$ cat src/hw/rtl/gcau_pkg.sv
// Shared types, constants and fixed-point helpers of the column accumulate unit.
package gcau_pkg;

   localparam int DATA_W    = 32;
   localparam int ROW_W     = 10;
   localparam int ROWS_W    = 11;
   localparam int CSR_IDX_W = 1;
   localparam int MID_DEPTH = 4;
   localparam int OUT_DEPTH = 4;
   localparam int MID_CNT_W = $clog2(MID_DEPTH + 1);
   localparam int OUT_CNT_W = $clog2(OUT_DEPTH + 1);

   localparam logic [DATA_W-1:0] ALPHA_RESET = 32'h0001_0000;
   localparam logic [ROWS_W-1:0] ROWS_RESET  = 11'd1024;
   localparam logic [DATA_W-1:0] SAT_MAX     = 32'h7fff_ffff;
   localparam logic [DATA_W-1:0] SAT_MIN     = 32'h8000_0000;

   typedef enum logic [1:0] {
      CMD_LOAD  = 2'd0,
      CMD_ACCUM = 2'd1,
      CMD_READ  = 2'd2
   } cmd_type;

   typedef enum logic [CSR_IDX_W-1:0] {
      CSR_ALPHA = 1'b0,
      CSR_ROWS  = 1'b1
   } csr_type;

   // operand is the load value for a load and the scaled x for an accumulate
   typedef struct packed {
      cmd_type           cmd;
      logic [ROW_W-1:0]  row;
      logic              last;
      logic [DATA_W-1:0] operand;
      logic [DATA_W-1:0] matrix;
   } work_type;

   typedef struct packed {
      logic [DATA_W-1:0] value;
      logic [ROW_W-1:0]  row;
      logic              last;
   } result_type;

   // Arithmetic shift right by 16 of a 64-bit product, clamped to 32 bits.
   function automatic logic [DATA_W-1:0] sat_shift16(input logic signed [63:0] p);
      logic [16:0] hi;
      hi = p[63:47];
      if (hi == 17'h0_0000 || hi == 17'h1_ffff) begin
         return p[47:16];
      end else if (p[63]) begin
         return SAT_MIN;
      end else begin
         return SAT_MAX;
      end
   endfunction

   function automatic logic [DATA_W-1:0] sat_add(input logic [DATA_W-1:0] a,
                                                 input logic [DATA_W-1:0] b);
      logic [DATA_W:0] s;
      s = {a[DATA_W-1], a} + {b[DATA_W-1], b};
      if (s[DATA_W] != s[DATA_W-1]) begin
         return s[DATA_W] ? SAT_MIN : SAT_MAX;
      end
      return s[DATA_W-1:0];
   endfunction

endpackage

$ cat src/hw/rtl/gcau_front.sv
// Front end: takes requests, drops out-of-range rows and unknown commands, scales x by alpha.
module gcau_front
   import gcau_pkg::*;
#(
   parameter int ROWS = 1024
) (
   input  logic                 clock,
   input  logic                 reset,
   input  logic [DATA_W-1:0]    alpha,
   input  logic [ROWS_W-1:0]    rows,
   input  logic                 push,
   output logic                 full,
   input  logic [1:0]           command,
   input  logic [ROW_W-1:0]     row_index,
   input  logic [DATA_W-1:0]    matrix_value,
   input  logic [DATA_W-1:0]    vector_value,
   input  logic [DATA_W-1:0]    load_value,
   input  logic [MID_CNT_W-1:0] mid_count,
   output logic                 q_push,
   output work_type             q_data
);

   localparam logic [16:0]          ROWS_LIM = 17'(ROWS);
   localparam logic [MID_CNT_W:0]   MID_LIM  = (MID_CNT_W + 1)'(MID_DEPTH);

   logic               f1_valid_ff, f1_valid_in;
   work_type           f1_work_ff, f1_work_in;
   logic signed [63:0] f1_product_ff, f1_product_in;
   logic               accept;
   logic               row_ok;
   logic               cmd_ok;
   logic [MID_CNT_W:0] pending;

   // reserve a queue slot for the request held in the multiply stage
   assign pending = {1'b0, mid_count} + {{MID_CNT_W{1'b0}}, f1_valid_ff};
   assign full    = (pending >= MID_LIM);
   assign accept  = push && !full;
   assign row_ok  = (ROWS_W'(row_index) < rows) && (17'(row_index) < ROWS_LIM);
   assign cmd_ok  = command inside {CMD_LOAD, CMD_ACCUM, CMD_READ};

   always_comb begin
      f1_valid_in         = accept && row_ok && cmd_ok;
      f1_work_in.cmd      = cmd_type'(command);
      f1_work_in.row      = row_index;
      f1_work_in.last     = ((ROWS_W'(row_index) + 1'b1) == rows);
      f1_work_in.operand  = load_value;
      f1_work_in.matrix   = matrix_value;
      f1_product_in       = $signed(alpha) * $signed(vector_value);
   end

   always_ff @(posedge clock) begin
      if (reset) begin
         f1_valid_ff <= 1'b0;
      end else begin
         f1_valid_ff <= f1_valid_in;
      end
   end

   always_ff @(posedge clock) begin
      if (accept) begin
         f1_work_ff    <= f1_work_in;
         f1_product_ff <= f1_product_in;
      end
   end

   always_comb begin
      q_push = f1_valid_ff;
      q_data = f1_work_ff;
      if (f1_work_ff.cmd != CMD_LOAD) begin
         q_data.operand = sat_shift16(f1_product_ff);
      end
   end

`ifndef SYNTH
   a_mid_no_overflow: assert property (@(posedge clock) disable iff (reset)
      pending <= MID_LIM)
      else $error("mid queue overcommitted");
`endif

endmodule

$ cat config.mk
export PLATFORM = sky130hd
export DESIGN_NAME = gcau_front
export DESIGN_NICKNAME = d
export VERILOG_FILES = /design/src/hw/rtl/gcau_pkg.sv /design/src/hw/rtl/gcau_front.sv
export SDC_FILE = /design/constraint.sdc
export NUM_CORES = 2
export LEC_CHECK = 0
export ABC_AREA = 1
export ABC_CLOCK_PERIOD_IN_PS = 9800
export BUFFER_PORTS_ARGS = -buffer_cell sky130_fd_sc_hd__buf_2
export CORE_UTILIZATION = 35
export DETAILED_ROUTE_END_ITERATION = 12
export PLACE_DENSITY = 0.6
export RECOVER_POWER = 50
export SKIP_LAST_GASP = 1
export SLEW_MARGIN = 25
export SYNTH_ARGS = -nofsm -noshare
export SYNTH_HDL_FRONTEND = slang
export SYNTH_SLANG_ARGS = --single-unit
$ cat constraint.sdc
create_clock -name clock -period 9.8 [get_ports clock]
set_input_delay 1.47 -clock clock [delete_from_list [all_inputs] [get_ports clock]]
set_output_delay 1.47 -clock clock [all_outputs]
set_load 0.01 [all_outputs]
# == Yosys cells after proc, flatten, opt, wreduce, memory -nomap -nowiden ==
# Index checks and enable logic that the tools add are counted.
# word_totals
wordCells,28
register_bits,142
# classes
eq_ne,4
magnitude_cmp,2
reduce_logical,9
n_mul,1
add_sub_neg,2
mux,3
# ops
cell,count
$mux W32,3
$mul A32 B32 Y64,1
$eq A17 B17 Y1 const B,1
$logic_not A17 Y1,1
$add A10 B1 Y11 const B,1
$eq A11 B11 Y1,1
$lt A10 B11 Y1,1
$add A3 B1 Y4,1
$ge A4 B3 Y1 const B,1
$logic_and A1 B1 Y1,3
$reduce_bool A3 Y1,1
$eq A2 B1 Y1 const B,1
$eq A2 B2 Y1 const B,1
$logic_not A2 Y1,1
$reduce_bool A2 Y1,1
$logic_not A1 Y1,1
$logic_or A1 B1 Y1,1

# == Logic depth before layout (Yosys ltp) ==
# logic_depth
depth_word,6
ltp_mapped,32
mapped_depth_nobuf,31

# == Least setup slack after synthesis ==
# OpenSTA, ideal clock, no wires.
# synth_timing
path_kind,in2reg
from,input alpha[31]
to,"register f1_product_ff[58], data pin"
path_slack_ns,1.535
setup_ns,0.252
arrival_ns,8.013
cell_stages,27
required_ns,9.548
path_buffers,1
cell_sequence,clkbuf_1 nand2_1 inv_1 fa_1 inv_1 fa_1 inv_1 fa_1 fa_1 inv_1 fa_1 inv_1 fa_1 inv_1 fa_1 inv_1 fa_1 ha_1 nand2_1 nor2_1 inv_1 nor2_1 nand2_1 nor4_1 nand2_1 nand3_1 nand2_1
# synth_between
elab_chain_len,1
# synth_rtl
element,line,source
from (decl),gcau_front.sv:9,"input logic [DATA_W-1:0] alpha,"
$mul A32 B32 Y64,gcau_front.sv:48,f1_product_in = $signed(alpha) * $signed(vector_value);
net f1_product_in[58],gcau_front.sv:28,"logic signed [63:0] f1_product_ff, f1_product_in;"
to (signal assigned),gcau_front.sv:62,f1_product_ff <= f1_product_in;
to (decl),gcau_front.sv:28,
# The timed path passes the listed nets, and every way through them passes these cells.
# A chain may end at the register's enable or synchronous reset.

# == Worst setup path after layout ==
# layout_timing
from,input vector_value[5]
to,"register f1_product_ff[51], data pin"
# layout_between
elab_chain_len,1
# layout_rtl
element,line,source
from (decl),gcau_front.sv:16,"input logic [DATA_W-1:0] vector_value,"
$mul A32 B32 Y64,gcau_front.sv:48,
net f1_product_in[51],gcau_front.sv:28,
# The timed path passes the listed nets, and every way through them passes these cells.

==> results.md <==
* Simple-gate share of the synthesized area at 15.8%
* Vias per inst at 4.62
* Count of cell types in the netlist at 36
* DR vias at 32300
* GP Congestion at 0.946
* Root buf cell: clkbuf_16
* Hold crit path type: in -> reg
* Worst-Skew Late Latency at 0.43 ns
* DRT iter0 DRCs at 1983
* Total global routing overflow at 0
* Full die area at 0.125 sq mm
* Syn Inst Count at 5302
* Top_reg_cell synth: edfxtp_1
* Clk_skew at 0.0165 ns
* Crit path arrival time at 9.08 ns
* Status: finished with violations
* Vert. Die Dim at 354 microns
* Syn-to-layout area delta at 7.12%
* Core area at 0.122 sq mm
* Sequential fraction of the synthesis area at 8.70%
* Residual DRC at 0
* Setup TNS at 0 ns
* Worst hold path cell count at 2
* Final #Nets at 6789
* H-Tree Depth at 4
* Starting Density at 35.5%
* Post-synth ARST share at 0%
* Adder-cell area share of the yosys netlist at 55.4%
* Worst setup EP type: register
* Number of flops mapped to enable cells by yosys at 125
* Syn Area/Cell at 8.18 sq um
* WL met3 at 4740 microns
* I/O pin cnt at 236
* Post-CTS sizing at 0
* Port-buffer cells at 235
* WL/cell at 17.1 microns
* Die width at 354 microns
* Number of setup violations in the final report at 0
* Initial antenna violation count at 11
* Global-route wire length before repair at 196000 microns
* Count of state elements after synthesis at 126
* Maximum clock frequency at 112 MHz
* Synth Area in Compound Gates at 2.25%
* TritonCTS Sinks at 126
* CP Data Required Time at 9.98 ns
* Yosys Warn Count at 0
* CP max FO at 19
* Worst-path clk slew at 0.07 ns
* Remaining antenna violation count at 0
* Max Cap Viol at 1
* Layout cells sized above 1 at 5.56%
* HPWL after DPL at 104000 microns
* Post-CTS setup buffer count at 0
* WHS at 1.19 ns
* Pin count of the biggest net entering global routing at 66
* Reg2reg path depth at 6
* TritonCTS clock tree: yes
* Syn nets at 6731
* CP Class: in -> reg
* Synth Area in XOR/XNOR at 0.908%
* Multiplexer share of the synthesized area at 0%
* RSZ-0062 raised after global routing: false
* Period minus WS final at 8.90 ns
* Wl on met1 at 48400 microns
* Number of global-route vias before repair at 36200
* Worst rel slew slack at -130%
* Core Rows at 128
* Synth Cell Area at 0.0434 sq mm
* Cts bufs inserted at 17
* Failing checks: capacitance limit, slew limit
* Pins Over Slew Limit at 63
* Final period util at 90.8%
* Hold buffer count at CTS at 0
* CTS Buffer Depth at 2
* Max Used Layer: met5
* GRT Overall Usage at 19.9%
* Hold Fails Final Rpt at 0
* First drt pass iteration count at 6
* DR WL met2 at 62900 microns
* Crit start category: input pin
* WL final at 120000 microns
* Largest family of logic cells by synthesized area: adder cells
* Slew of the pin with the lowest slew margin at 3.45 ns
## registers in the layout, summed over array words and instances, names as in the netlist
name,flops
f1_work_ff,32
q_push,1
q_data,45
f1_product_ff,48
## placed cells by master, fill, tap and decap left out, drive strengths merged
| cell type | count |
|---|---|
| and2 | 2 |
| o21a | 2 |
| o22ai | 1 |
| nor4 | 9 |
| nand2 | 1455 |
| nand3 | 52 |
| a21o | 1 |
| nor3 | 45 |
| bufinv | 4 |
| clkinvlp | 1 |
| buf | 231 |
| inv | 1669 |
| a21boi | 2 |
| o21ai | 43 |
| xnor2 | 10 |
| dfxtp | 1 |
| clkbuf | 75 |
| a211oi | 1 |
| xor2 | 35 |
| nand3b | 6 |
| a21oi | 118 |
| nand4 | 14 |
| ha | 191 |
| clkinv | 8 |
| nor2 | 169 |
| o21bai | 14 |
| diode | 4 |
| or2 | 7 |
| edfxtp | 125 |
| a31o | 1 |
| fa | 1081 |
## Yosys cell counts, drive strengths merged, types with 35 or more instances
cell type,number,area [sq um]
inv,1664,6250
nand2,1455,5470
fa,1081,21600
clkbuf,196,736
ha,191,2390
nor2,169,644
edfxtp,125,3750
a21oi,118,591
buf,53,375
nand3,52,260
nor3,45,230
o21ai,43,219
xor2,35,307
## critical path: stages
cell and delay [ns]:
buf_2 0.36, nand2_1 0.22, inv_1 0.14, fa_1 0.39
inv_1 0.23, fa_1 0.47, inv_1 0.21, fa_1 0.50
fa_1 0.86, inv_1 0.40, fa_1 0.59, inv_1 0.06
fa_1 0.53, inv_1 0.05, fa_1 0.47, inv_1 0.05
fa_1 0.44, ha_1 0.40, a21oi_1 0.30, o21ai_0 0.21
o21bai_1 0.22, inv_1 0.06, nand2_1 0.05, a21oi_1 0.17
nand2_1 0.07, nand2_1 0.06, nand2_1 0.05
## metrics by stage
step | cells | cell area [sq um] | setup WS, ns | util, %
after floorplan | 5302 | 43400 | 1.54 | -
after global placement | 6965 | 45900 | 0.546 | 37.5
after detailed placement | 6966 | 45900 | 0.442 | 37.5
after CTS | 6998 | 46500 | 0.876 | 38.0
after global routing | 7002 | 46500 | 0.361 | 38.0
final | 7002 | 46500 | 0.898 | 38.0
## area by class of cell
type                       instances  area, sq um
clock buffer                      18          429
clock inverter                    14          205
fill                           12700        75900
timing repair buffer             288         1510
tap                             1625         2030
multi-input combinational       3259        32300
sequential                       126         3770
antenna                            4         10.0
inverter                        1668         6260
## path summary, 6_finish.rpt
| kind | from | end | slack, ns |
|---|---|---|---|
| setup reg to reg | q_push | q_push | 5.23 |
| hold / removal | reset | q_push | 1.19 |
| hold reg to reg | q_push | q_data[69] | 2.33 |
| setup / recovery | vector_value[5] | f1_product_ff[51] | 0.90 |
## metal layers
layer | up-vias | track usage, %
met5 | - | 0
met4 | 10 | 5.42
met3 | 181 | 2.02
met2 | 695 | 36.7
met1 | 16600 | 24.5
li1 | 14800 | -
## kinds of logic after synthesis
| kind of cell | after synthesis |
|---|---|
| buf+inv | 1917 |
| simple gates | 1759 |
| fa+ha+maj | 1272 |
| compound gates | 183 |
| flops | 126 |
| xor+xnor | 45 |
Power is left out: the tool's default activity adds up to more than one toggle a clock period on the data nets, which glitch-free logic cannot reach.
