## src/hw/rtl/gcau_fifo.sv

```systemverilog
// Small register FIFO with an occupancy count.
module gcau_fifo #(
   parameter int WIDTH = 32,
   parameter int DEPTH = 4
) (
   input  logic                             clock,
   input  logic                             reset,
   input  logic                             wr_en,
   input  logic [WIDTH-1:0]                 wr_data,
   input  logic                             rd_en,
   output logic [WIDTH-1:0]                 rd_data,
   output logic [$clog2(DEPTH + 1)-1:0]     count,
   output logic                             empty
);

   localparam int PW = DEPTH > 1 ? $clog2(DEPTH) : 1;
   localparam int CW = $clog2(DEPTH + 1);
   localparam logic [PW-1:0] LAST_PTR = PW'(DEPTH - 1);

   logic [WIDTH-1:0] mem [DEPTH];
   logic [PW-1:0]    wr_ptr_ff, wr_ptr_in;
   logic [PW-1:0]    rd_ptr_ff, rd_ptr_in;
   logic [CW-1:0]    count_ff, count_in;
   logic             do_rd;

   assign do_rd = rd_en && (count_ff != '0);

   always_comb begin
      wr_ptr_in = wr_ptr_ff;
      rd_ptr_in = rd_ptr_ff;
      count_in  = count_ff;
      if (wr_en) begin
         wr_ptr_in = (wr_ptr_ff == LAST_PTR) ? '0 : wr_ptr_ff + 1'b1;
      end
      if (do_rd) begin
         rd_ptr_in = (rd_ptr_ff == LAST_PTR) ? '0 : rd_ptr_ff + 1'b1;
      end
      if (wr_en && !do_rd) begin
         count_in = count_ff + 1'b1;
      end else if (!wr_en && do_rd) begin
         count_in = count_ff - 1'b1;
      end
   end

   always_ff @(posedge clock) begin
      if (reset) begin
         wr_ptr_ff <= '0;
         rd_ptr_ff <= '0;
         count_ff  <= '0;
      end else begin
         wr_ptr_ff <= wr_ptr_in;
         rd_ptr_ff <= rd_ptr_in;
         count_ff  <= count_in;
      end
   end

   always_ff @(posedge clock) begin
      if (wr_en) begin
         mem[wr_ptr_ff] <= wr_data;
      end
   end

   assign rd_data = mem[rd_ptr_ff];
   assign count   = count_ff;
   assign empty   = (count_ff == '0);

endmodule

```

## config.mk

```make
export PLATFORM = sky130hd
export DESIGN_NAME = gcau_fifo
export DESIGN_NICKNAME = d
export VERILOG_FILES = /design/src/hw/rtl/gcau_fifo.sv
export SDC_FILE = /design/constraint.sdc
export NUM_CORES = 1
export LEC_CHECK = 0
export BUFFER_PORTS_ARGS = -buffer_cell sky130_fd_sc_hd__buf_2
export CAP_MARGIN = 40
export CORE_MARGIN = 2
export CORE_UTILIZATION = 28
export DETAILED_ROUTE_END_ITERATION = 12
export PLACE_DENSITY = 0.56
export SYNTH_ARGS = -nofsm -noshare
export SYNTH_HDL_FRONTEND = slang
export SYNTH_SLANG_ARGS = --single-unit
```

## constraint.sdc

```tcl
create_clock -name clock -period 1.9 [get_ports clock]
set_input_delay 0.38 -clock clock [delete_from_list [all_inputs] [get_ports clock]]
set_output_delay 0.38 -clock clock [all_outputs]
set_load 0.02 [all_outputs]
```

* Yosys cells after proc, flatten, opt, wreduce, memory -nomap -nowiden *
Memories as Yosys holds them, arrays and structs flattened. A register that Yosys moved wholly into a read port is not among the register bits.
Cells that the tools add are included.

word-level totals
  register bits after elaboration = 7
  bits in writable memories = 128
  input bits = 36
  output and inout bits = 36
  logic and storage cells = 26
  memories kept = 1

memory list
  memory  depth  width  rd ports  clocked after Yosys merged registers in  wr ports  line  RTL
  mem     4      32     1         1                                        1         20    logic [WIDTH-1:0] mem [DEPTH];

operators by class
  add/sub/neg operators = 4
  equal/unequal tests = 2
  multiplexer cells = 8
  reduce and logical (&&, ||, !) cells = 8

operators with widths
  kind                 count
  $mux 2               4
  $mux 3               2
  $add 2x1->2 const B  2
  $eq 2x2->1 const B   2
  $add 3x1->3 const B  1
  $logic_and 1x1->1    3
  $logic_not 3->1      1
  $reduce_bool 3->1    1
  $sub 3x1->3 const B  1
  $logic_not 1->1      2
  $mux 1               2
  $reduce_bool 2->1    1

* Logic depth before layout (Yosys ltp) *
Gate-level depths: netlist of run 1.

  word-level depth = 5
  gate-level depth with buffers = 7
  depth with buffers taken out = 7

* Least setup slack after synthesis of run 1 *
No wires, ideal clock.

  kind = register to register
  start point = register count_ff[1] (netlist: count[1])
  end point = register count_ff[2] (netlist: count[2])
  setup time = 0.070 ns
  data arrival time = 1.957 ns
  required time = 1.830 ns
  setup slack = -0.126 ns
  stages on the path, launching flop included = 8
  clock period less this slack = 2.026 ns
  path through = dfxtp_1 -> o31ai_4 -> ha_1 -> inv_1 -> fa_1 -> xor2_1 -> or3_1 -> a21oi_1

between the ends
  longest elaborated chain between the ends = 5
  elaborated cells on any way between the ends = 10
  classes of those cells = 2 x add/sub; 2 x mux; 6 x reduce/logical

ends and longest elaborated chain
  element                                              line  RTL
  from (decl)                                          23    logic [CW-1:0] count_ff, count_in;
  from (signal assigned)                               53    count_ff <= count_in;
  branches (longest 5 deep; another with $sub 3x1->3)  --

Parallel ways; which one is timed is not known. The select of a mux whose other input is x is not followed.
A chain may end at the register's enable or synchronous reset.

==> flow_summary_export.csv, run 1 <==
group,metric,value,unit
global_route,grtUsageMet2,17.8,%
place,port_buffers,71,
critical_path,path_class,"reg2out",
sta,fin_crit,2.08,ns
clocking,cts_tree,"built",
sta,setup_viol,32,
synth,synth_cell_types,20,
global_route,gr-usage-met3,3.73,%
sta,hold_ws,0.180,ns
finish,fin_cells,555,
sta,max-slew-margin-rel,78.5,%
routing,viasPerCell,4.39,
synth,synth_fp_nets,253,
pwr,ir_drop,0.629,mV
finish,final_cell_mix,"edfxtp_1, buf_2, mux4_2",
synth,seq_area_frac_synth,78.8,%
global_route,grt_pass1_wl,15.4,mm
sta,finalWorstSetupSlack,-0.183,ns
place,place_area,5830,µm²
status,failed_checks,"negative setup slack",
synth,syn_inst,210,
job,maxCapViolCount,0,
finish,drive_gt1_share,50.6,%
routing,drt_iter0_markers,115,
global_route,grt_pass1_vias,2662,
clocking,htreeDepth,4,
routing,drtPass1Iterations,6,
sta,drv_slew,0,
sta,rsz0062_at_grt,"true",
pwr,power.total,9.05,mW
synth,async_flop_share,0,%
synth,synth-edff-count,128,
synth,syn_area,5110,µm²
sta,hold_viol_final,0,
sta,fin_skew,0.00660,ns
place,dp_cells,519,
global_route,gr-usage-met1,13.0,%
sta,fmax,480,MHz
pwr,powerDensity,1360,nW/µm²
critical_path,end_kind,"output port",
global_route,grt_use_total,10.9,%
floorplan,die_h,139,µm
clocking,path_clk_slew,0.06,ns
global_route,grt-ovfl-total,0,
synth,synth_seq_cells,137,
routing,drcViolationCount,0,
status,outcome,"finished, violations left",
critical_path,start_kind,"register",
floorplan,start_util,28.5,%
finish,n_fill_cell,1680,
finish,post-route-util,37.2,%
place,dp_hpwl,6.00,mm
global_route,grt_max_degree,19,
floorplan,fp.dieW,139,µm
clocking,insertion_delay,0.41,ns
finish,layout_commonest_cell,"edfxtp_1",
synth,ys_warn_count,0,
finish,nNetsFinal,357,
floorplan,dieArea,19300,µm²
sta,final.period_utilization,110,%
global_route,antenna_found_initial,0,
routing,via_count,2434,
floorplan,fp.coreArea,17900,µm²
clocking,cts_root_buf,"clkbuf_16",
routing,wl_per_cell,18.0,µm
floorplan,ios,72,
place,place.gp.congestion,0.699,
clocking,max-clock-path-buffers,2,
clocking,cts_sinks,137,
finish,area_growth,30.5,%
finish,fin_area,6660,µm²
synth,avgSynthCellArea,24.3,µm²
routing,routed_wl,9.97,mm
critical_path,worstPathRequired,1.52,ns
critical_path,critical_path.max_fanout,7,
pwr,leakagePower,2.31,nW
worst_hold_path,min_path_type,"in2reg",
sta,worstMarginPinSlew,0.323,ns
routing,final_antenna_net_count,0,
floorplan,num_rows,49,
clocking,cts_buffers,17,
critical_path,arrival,1.70,ns
global_route,grt.busiest_layer,"met2",
finish,diodes,0,
synth,ys.flop_type,"edfxtp_1",
[state kept, by name, indices dropped and copies added (netlist names), named ones only]
signal	count
wr_ptr_ff	2
rd_ptr_ff	2
count	3
mem	128
[Yosys cell counts, drive strengths merged, types with 2 or more instances]
master	n	area [µm²]
edfxtp	128	3840
or3	2	12.5
dfxtp	9	180
xor2	2	17.5
mux2i	4	40.0
and2	4	25.0
nor2	6	22.5
buf	7	86.3
ha	6	75.1
mux4	32	728
a21oi	2	10.0
inv	3	11.3
[logic make-up (layout without fill, tap and decap cells)]
| group | Yosys count | after routing | synth area share [%] |
|---|---|---|---|
| mux | 36 | 36 | 15.0 |
| buf+inv | 10 | 126 | 1.91 |
| compound gates | 4 | 4 | 0.710 |
| xor+xnor | 2 | 2 | 0.343 |
| simple gates | 14 | 14 | 1.35 |
| fa+ha+maj | 7 | 7 | 1.86 |
| flops | 137 | 137 | 78.8 |
[cell type report]
cell class / instances / area [µm²] / area share [%]
Inverter: 3 / 11.3 / 0.169
Clock buffer: 17 / 425 / 6.38
Clock inverter: 14 / 180 / 2.70
Timing Repair Buffer: 92 / 731 / 11.0
Multi-Input combinational cell: 63 / 992 / 14.9
Sequential cell: 137 / 4040 / 60.6
Tap cell: 229 / 287 / 4.30
[timing repair]
item	4_1_cts	5_1_grt
gates resized for setup	32	23
gates cloned	2	1
buffers inserted	4	0
hold buffers	0	0
pin swaps	2	1
setup endpoints to repair	33	33
[metal layers]
metal	share of wire, %	up-vias
li1	-	1091
met1	44	1271
met2	50	54
met3	4.3	18
met4	1.8	0
met5	0	-
[worst paths after layout]
path | slack, ns | startpoint | endpoint | cells after the start
setup reg to reg | 0.03 | count[0] | count[2] | 7
setup / recovery | -0.18 | register | rd_data[3] | 3
hold / removal | 0.18 | wr_data[11] | mem[3][11] | 1
hold reg to reg | 0.50 | rd_ptr_ff[0] | register | 2
[power by group]
part	leakage (nW)	internal, mW	switching (mW)	total (mW)
clock network	0.297	2.17	1.19	3.36
logic	0.764	1.09	1.00	2.09
registers	1.25	3.50	0.101	3.60
total	2.31	6.76	2.30	9.05
[stage by stage]
| stage | TNS [ns] | worst slack, ns |
|---|---|---|
| 4_1_cts | -7.50 | -0.280 |
| 3_5_place_dp | 0 | 0.00660 |
| 6_report | -5.24 | -0.183 |
| 5_1_grt | -7.51 | -0.263 |
| 2_1_floorplan | 0 | 0.0106 |
| 3_3_place_gp | 0 | 0.0742 |
[critical path, cell delays in order (launching register included)]
cell,delay [ns]
dfxtp_4,0.43
buf_12,0.16
mux4_2,0.54
buf_6,0.15
Power figures use the tool's default switching activity.
==> inputs of run 2 (changes only) <==
--- a/config.mk
+++ b/config.mk
@@ -5,6 +5,7 @@
 export SDC_FILE = /design/constraint.sdc
 export NUM_CORES = 1
 export LEC_CHECK = 0
+export ABC_AREA = 1
 export BUFFER_PORTS_ARGS = -buffer_cell sky130_fd_sc_hd__buf_2
 export CAP_MARGIN = 40
 export CORE_MARGIN = 2
==> run 2 against run 1 <==
The flow still finishes with violations (negative setup slack). Clock skew increased by 0.0018 ns. Core utilization is 2.8 points higher. Wire length rose by 32%. Sequential share of layout area fell by 6.4 points. Largest cell class unchanged. Register-to-register slack improved by 0.11 ns. Cell area is 12% higher. Die area up 2.8%.
==> flow_summary_export.csv, run 2 <==
group,metric,value,unit
status,outcome,"finished, violations left",
status,failed_checks,"negative setup slack",
clocking,cts_buffers,17,
global_route,gr-usage-met3,3.97,%
critical_path,worstPathRequired,1.52,ns
synth,synthTopCellsByArea,"edfxtp_1, nor2_1, o22ai_1",
routing,drt_iter0_markers,189,
global_route,grt_max_degree,25,
synth,muxShareOfSynthArea,0,%
synth,synth_top_area_cell,"edfxtp_1",
floorplan,start_util,28.3,%
pwr,powerDensity,1480,nW/µm²
critical_path,end_kind,"output port",
finish,drive_gt1_share,43.1,%
critical_path,critical_path.max_fanout,15,
clocking,htreeDepth,4,
sta,setup_viol,21,
synth,synth_cell_types,22,
sta,fin_skew,0.00842,ns
pwr,ir_drop,0.654,mV
global_route,grt_pass1_wl,19.2,mm
critical_path,path_buf_inv,3,
finish,post-route-util,40.0,%
critical_path,r2r-start,"count[1]",
clocking,insertion_delay,0.41,ns
clocking,cts_sinks,137,
critical_path,worstReg2RegEnd,"count[2]",
global_route,grt_pass1_vias,3444,
floorplan,dieArea,19900,µm²
sta,finalWorstSetupSlack,-0.0382,ns
worst_hold_path,hold_start,"wr_data[14]",
synth,synth_top_family_by_area,"compound AO/OA/AOI/OAI gates",
critical_path,cp_slowest_cell,"dfxtp_4",
critical_path,critPathMaxStageDelay,0.36,ns
global_route,grt-ovfl-total,0,
floorplan,num_rows,50,
finish,final_cell_mix,"edfxtp_1, nor2_1, buf_2",
clocking,path_clk_slew,0.05,ns
synth,synth_compound_area_share,10.4,%
critical_path,r2r_setup_slack,0.14,ns
synth,yosysMostFrequentCell,"edfxtp_1",
pwr,leakagePower,2.69,nW
routing,viasPerCell,4.70,
synth,seq_area_frac_synth,76.6,%
sta,fin_crit,1.94,ns
synth,async_flop_share,0,%
clocking,max-clock-path-buffers,2,
floorplan,ios,72,
critical_path,rr_worst_depth,12,
critical_path,start_kind,"register",
routing,drcViolationCount,0,
sta,rsz0062_at_grt,"true",
finish,regMostFlops,"mem",
synth,syn_inst,373,
synth,synth_top_cells_by_count,"edfxtp_1, nor2_1, o21ai_0",
place,dp_slack,0.102,ns
worst_hold_path,hold_depth,1,
routing,routed_wl,13.2,mm
synth,synth_top_cell_area_share,73.2,%
synth,ys.flop_type,"edfxtp_1",
sta,fmax,516,MHz
critical_path,cp_top_family,"buffers and inverters",
synth,synth-simple-area-share,6.67,%
finish,layout_commonest_cell,"edfxtp_1",
floorplan,die_h,141,µm
sta,fin_setup_tns,-0.416,ns
job,maxCapViolCount,0,
finish,nNetsFinal,525,
global_route,grtUsageMet2,21.7,%
global_route,grt.busiest_layer,"met2",
critical_path,crit_path_cell_trace,"buf_4 > buf_12 > o21ai_0 > o22ai_2 > buf_6",
clocking,cts_tree,"built",
routing,drtPass1Iterations,4,
clocking,ctsHoldBuffers,0,
global_route,grt_use_total,12.9,%
routing,final_antenna_net_count,0,
place,dp_hpwl,7.42,mm
sta,worstMarginPinSlew,0.409,ns
sta,hold_viol_final,0,
place,port_buffers,71,
clocking,cts_root_buf,"clkbuf_16",
global_route,antenna_found_initial,1,
synth,syn_area,5250,µm²
critical_path,arrival,1.56,ns
worst_hold_path,min_path_type,"in2reg",
routing,via_count,3424,
floorplan,fp.dieW,141,µm
finish,largest_reg_flops,128,
floorplan,fp.coreArea,18600,µm²
critical_path,path_class,"reg2out",
place,place.gp.congestion,0.757,
sta,drv_slew,0,
worst_hold_path,whs_endpoint,"mem[0][14]",
routing,wl_per_cell,18.0,µm
synth,synth_fp_nets,416,
synth,avgSynthCellArea,14.1,µm²
synth,synthAdderAreaFrac,1.81,%
synth,synth-edff-count,128,
sta,max-slew-margin-rel,72.7,%
sta,final.period_utilization,102,%
synth,synth_seq_cells,137,
synth,synth-xor-area-share,0.167,%
finish,area_growth,41.6,%
synth,ys_warn_count,0,
global_route,gr-usage-met1,16.1,%
==> run 2: cell types whose count changed in the layout (fill, tap and decap cells not counted), moves of 14 or more <==
cell     change
nor2_1      +39
mux4_2      -32
nor2_2      +26
o21ai_1     +21
o22ai_2     +18
o21ai_0     +16
o21ai_2     +16
o22ai_1     +14
==> run 2: repair_timing <==
item                       CTS  global route
cloned                       2             7
buffers inserted             1             8
gates resized for setup     59           129
pin swaps                    6            12
setup endpoints to repair   32            34
hold endpoints to repair     0             0
==> run 2: cell type report <==
cell class              count  area [µm²]
diodes                      1        2.50
clock buffers              20         437
clock inverters            11         130
fillers                  1708       11100
inverters                  17        90.1
multi-input cells         200        1400
flip-flops and latches    137        4030
well taps                 234         293
repair buffers            107        1020
repair inverters            2        32.5
==> run 2: power breakdown <==
part | total [mW] | switching, mW | internal (mW)
registers | 3.61 | 0.111 | 3.50
logic | 4.20 | 2.30 | 1.89
clock network | 3.18 | 1.15 | 2.03
total | 11.0 | 3.56 | 7.42
==> run 2: stage by stage <==
stage / area, µm² / cells / total power [mW] / hold slack (ns)
floorplan: 5250 / 373 / 5.40 / 0.452
global route: 7430 / 728 / 11.5 / 0.171
detailed placement: 5930 / 679 / 6.35 / 0.536
CTS: 6750 / 713 / 10.1 / 0.158
global placement: 5930 / 679 / 6.29 / 0.503
finish: 7440 / 729 / 11.0 / 0.176
==> run 2: logic make-up after synthesis <==
family                   Yosys count
AND/OR/NAND/NOR                   91
AO/OA/AOI/OAI                    101
adder cells (fa/ha/maj)            7
XOR/XNOR                           1
flip-flops                       137
buffers and inverters             36
==> run 2: worst max-delay path by stage <==
stage | start | end | slack (ns) | depth (start not counted)
2_1_floorplan | count[0] | count[1] | 0.18 | 8
3_3_place_gp | count[1] | count[2] | 0.18 | 12
3_5_place_dp | count[0] | count[2] | 0.10 | 12
4_1_cts | register | rd_data[16] | -0.1 | 4
5_1_grt | register | rd_data[19] | -0.10 | 6
6_report | register | rd_data[22] | -0.04 | 5
==> run 2: per-layer routing <==
layer  up-vias  part of all wire (%)
met1      1748                    44
met3        12                   4.2
met4         0                   1.2
met5         -                     0
met2        72                    50
li1       1592                     -
